**src/sv/lgs_pkg.sv**
```systemverilog
`default_nettype none
package lgs_pkg;

	// grid geometry
	localparam int MAX_ROWS = 64;
	localparam int MAX_COLS = 64;
	localparam int ROW_AW   = $clog2(MAX_ROWS);
	localparam int COL_AW   = $clog2(MAX_COLS);
	localparam int CFG_W    = 7;
	// row counter wide enough for the row count and the configured value
	localparam int CNT_W    = ($clog2(MAX_ROWS + 2) > CFG_W) ? $clog2(MAX_ROWS + 2) : CFG_W;

	// stream field widths
	localparam int IDX_W    = 6;
	localparam int IN_W     = 16;
	localparam int OUT_W    = 8;

	// Life rule B3/S23
	localparam logic [3:0] BIRTH_COUNT = 4'd3;
	localparam logic [3:0] SURVIVE_LOW = 4'd2;

	typedef enum logic [1:0] {
		OP_WRITE = 2'd0,
		OP_READ  = 2'd1,
		OP_GEN   = 2'd2,
		OP_CLEAR = 2'd3
	} opcode_t;

	localparam logic STATUS_DONE    = 1'b0;
	localparam logic STATUS_OUTSIDE = 1'b1;

	localparam logic REG_ROWS = 1'b0;
	localparam logic REG_COLS = 1'b1;

endpackage
`default_nettype wire

```
**src/sv/lgs_row_unit.sv**
```systemverilog
`default_nettype none
module lgs_row_unit (
	input  wire logic [lgs_pkg::MAX_COLS-1:0] above,
	input  wire logic [lgs_pkg::MAX_COLS-1:0] here,
	input  wire logic [lgs_pkg::MAX_COLS-1:0] below,
	input  wire logic [lgs_pkg::MAX_COLS-1:0] mask,
	output logic      [lgs_pkg::MAX_COLS-1:0] next_row
);

	logic [lgs_pkg::MAX_COLS+1:0] ap;
	logic [lgs_pkg::MAX_COLS+1:0] hp;
	logic [lgs_pkg::MAX_COLS+1:0] bp;

	// dead border on both sides of each row
	assign ap = {1'b0, above, 1'b0};
	assign hp = {1'b0, here, 1'b0};
	assign bp = {1'b0, below, 1'b0};

	// neighbour count and B3/S23 per column, columns independent
	always_comb begin
		logic [3:0] n;
		next_row = '0;
		for (int c = 0; c < lgs_pkg::MAX_COLS; c++) begin
			n = 4'(ap[c]) + 4'(ap[c+1]) + 4'(ap[c+2])
			  + 4'(hp[c]) + 4'(hp[c+2])
			  + 4'(bp[c]) + 4'(bp[c+1]) + 4'(bp[c+2]);
			next_row[c] = mask[c] & ((n == lgs_pkg::BIRTH_COUNT)
				| (here[c] & (n == lgs_pkg::SURVIVE_LOW)));
		end
	end

endmodule
`default_nettype wire
```
**config.mk**
```make
export PLATFORM = sky130hd
export DESIGN_NAME = lgs_row_unit
export DESIGN_NICKNAME = d
export VERILOG_FILES = /design/src/sv/lgs_pkg.sv /design/src/sv/lgs_row_unit.sv
export SDC_FILE = /design/constraint.sdc
export NUM_CORES = 1
export LEC_CHECK = 0
export ABC_AREA = 1
export BUFFER_PORTS_ARGS = -buffer_cell sky130_fd_sc_hd__buf_2
export CORE_MARGIN = 4
export CORE_UTILIZATION = 51
export DETAILED_ROUTE_END_ITERATION = 10
export PLACE_DENSITY = 0.81
export RECOVER_POWER = 50
export SYNTH_ARGS = -nofsm -noshare
export SYNTH_HDL_FRONTEND = slang
export SYNTH_SLANG_ARGS = --single-unit
```
**constraint.sdc**
```tcl
create_clock -name vclk -period 3
set_clock_uncertainty 0.05 [all_clocks]
set_input_delay 0.15 -clock vclk [all_inputs]
set_output_delay 0.15 -clock vclk [all_outputs]
set_load 0.05 [all_outputs]
```
==> results summary <==
The flow ran to the end, but the final reports show violations. The checks that failed: setup timing. The number of placement rows is 55. Hold is met by 664 ps.

The post-detailed-route count of antenna-violating nets came out at 0. The initial core utilization is 51.8%. STA classifies the critical path endpoint as an output port. The wire length per cell after detailed routing is 15.5 um. The maximum vdd ir drop is 0.302 mV. The required time of the worst setup path is around 2800 ps. The number of buffers inserted by port buffering is 320.

The total vias in the final route is 11400. The mean area per synthesized cell came out at 7.47 um^2. The total nets after synthesis came out at 2266. The area growth from synthesis to layout is 43.7%. The final layout contains 2733 nets. The total core area is 22600 um^2.

The final sequential cell count came out at 0. Among all cell types in the netlist, the one instantiated most often is sky130_fd_sc_hd__inv_1. The half-perimeter wire length of the detailed placement result is 27200 um. The final critical-path share of the clock period is 114%. The mapped cell area came out at 11700 um^2.

The number of instances in the synthesized netlist came out at 1570. The number of DRC markers after the initial detailed-route iteration is around 630. The layout cell share with drive strength beyond 1 came out at 34.9%. Data on the critical path arrives at its endpoint at 3220 ps. The total track usage came out at between 20 and 30%. The transition time of the tightest slew-check pin is 596 ps. The number of standard cells in the final layout excluding fillers came out at around 2300. During synthesis, Yosys emitted a total of 0 warnings. The final hold violation count is 0. The time the final worst path needs with I/O delays and setup came out at roughly 3400 ps. The sequential cell area came out at 0 um^2. The proportion of synthesized chip area in sequential cells is 0%. The share of the synthesized area in the top cell type came out at 43.0%.

The type of element launching the critical path is an input port. In this design, the stage delay of the slowest critical-path cell is 540 ps. The initial antenna violation count is 10. The final weighted congestion in routability-driven placement came out at 0.901. In the post-synthesis netlist, the biggest area contributors are sky130_fd_sc_hd__fa_1, sky130_fd_sc_hd__ha_1, sky130_fd_sc_hd__inv_1.

The total I/O pin count came out at 320. The area of the die is 25500 um^2. The cell type with the largest total area after synthesis is sky130_fd_sc_hd__fa_1. The worst setup path category is input port to output port. The maximum number of pins on one net before global-route repair is 4. Based on the critical path, the design can be clocked at up to 293 MHz. The worst path setup slack after routing is -416 ps. The first-pass GRT wire length is 55000 um. Fill cells in the final layout number between 1000 and 1500. The setup TNS came out at -11550 ps.

The total length of routed wires is approximately 36000 um. The count of unresolved DRC violations after routing is 0. The cell with the largest stage delay on the worst path is sky130_fd_sc_hd__fa_1. The post-synthesis cell type count is 9. The number of placed cells counting well taps came out at 2319. The chip height came out at between 150 and 200 um.

The multi-input combinational cell area is 10400 um^2. The clock buffers instantiated in the layout total 0. The most used cell along the critical path is sky130_fd_sc_hd__fa_1. The number of pins exceeding their max-slew limit in the final report is 0. The power density over the cells is 387 nW/um^2.

Of all nets on the critical path, the largest fanout is 2. Counting instances in the post-synthesis netlist gives the leading cell types as sky130_fd_sc_hd__inv_1, sky130_fd_sc_hd__fa_1, sky130_fd_sc_hd__nand2_1. Setup repair after global routing could not meet its margin everywhere.

The first detailed-routing pass took 5 iterations. The static leakage is 9.45 nW. The number of global-route vias before repair is 12500. Walking the worst path, the cells encountered are buf_8 > inv_4 > fa_1 > fa_1 > fa_1 > inv_1 > ha_2 > fa_1 > nand2_1 > nor2_1 > nand2_1 > nor2_4 > buf_6.

The relative slew slack came out at between 60% and 70%. The die extent in x came out at around 160 um. The total overflow reported by the global router came out at 0. Using the TritonRoute via totals, the vias-per-cell ratio works out to 4.92. Setup violations remaining at the end of the flow were counted as 61.

The class of the tightest hold or removal check is input port to output port. The max-cap violation count came out at 0.
==> critical path, delay by kind of cell <==
family	cells	cell delay, ps
adder cells (fa/ha/maj)	5	2200
AND/OR/NAND/NOR	4	510
buffers and inverters	4	360
==> power by group <==
part	internal, W	switching [W]
logic	0.00272	0.00380
clock network	0.000000000268	0
registers	0	0
total	0.00272	0.00380
==> logic make-up after synthesis <==
family / synth area share, %
adders and majority gates: 63.1
and+or+nand+nor: 16.0
buffers and inverters: 18.2
AOI/OAI and AO/OA: 2.71
==> area by class of cell <==
type	instances	area share (%)
Antenna cell	6	0.0891
Multi-Input combinational cell	1002	61.7
Tap cell	285	2.12
Timing Repair Buffer	465	22.8
Inverter	568	13.3
==> final timing paths <==
check / cells past startpoint / start / end / slack, ps
setup / recovery: 13 / above[9] / next_row[9] / -420
hold / removal: 4 / mask[0] / next_row[0] / 660
==> metal layers <==
metal | routed length [um] | track usage [%]
met5 | 29 | 0
met4 | 1660 | 7.93
met3 | 2510 | 4.70
met2 | 19400 | 49.5
met1 | 12400 | 27.8
==> placed cells by master, fill, tap and decap left out <==
master / netlist / layout
sky130_fd_sc_hd__inv_2: 0 / 71
sky130_fd_sc_hd__diode_2: 0 / 6
sky130_fd_sc_hd__nor2_4: 0 / 61
sky130_fd_sc_hd__buf_2: 0 / 182
sky130_fd_sc_hd__nand3_1: 1 / 1
sky130_fd_sc_hd__fa_1: 252 / 251
sky130_fd_sc_hd__clkbuf_1: 0 / 1
sky130_fd_sc_hd__ha_2: 0 / 41
sky130_fd_sc_hd__buf_12: 0 / 3
sky130_fd_sc_hd__buf_6: 0 / 55
sky130_fd_sc_hd__a21oi_2: 0 / 3
sky130_fd_sc_hd__nand2_1: 249 / 245
sky130_fd_sc_hd__ha_4: 0 / 16
sky130_fd_sc_hd__buf_4: 0 / 149
sky130_fd_sc_hd__nor3_1: 1 / 1
sky130_fd_sc_hd__nor2_2: 0 / 4
sky130_fd_sc_hd__a211oi_1: 1 / 1
sky130_fd_sc_hd__nor2_1: 248 / 183
sky130_fd_sc_hd__nand2_2: 0 / 4
sky130_fd_sc_hd__fa_2: 0 / 1
sky130_fd_sc_hd__inv_4: 0 / 46
sky130_fd_sc_hd__buf_8: 0 / 75
sky130_fd_sc_hd__inv_1: 568 / 451
sky130_fd_sc_hd__ha_1: 188 / 131
sky130_fd_sc_hd__a21oi_1: 62 / 59
==> through the flow <==
step / utilization, % / instance area, um^2 / setup slack, ps / total power (W)
3_5_place_dp: 67.4 / 15300 / -368 / 0.00548
2_1_floorplan: - / 12200 / -31.5 / 0.00408
6_report: 74.4 / 16800 / -416 / 0.00652
4_1_cts: 71.7 / 16200 / -263 / 0.00597
3_3_place_gp: 67.4 / 15300 / -331 / 0.00514
5_1_grt: 74.4 / 16800 / -500 / 0.00728
==> timing repair <==
action | in CTS | in global routing
resized for setup | 354 | 172
pin swaps | 118 | 100
endpoints found under the setup margin | 62 | 62
hold endpoints to repair | 0 | 0
buffers inserted | 1 | 0
hold buffers | 0 | 0
Note: power is estimated with default switching activity, not from simulation.
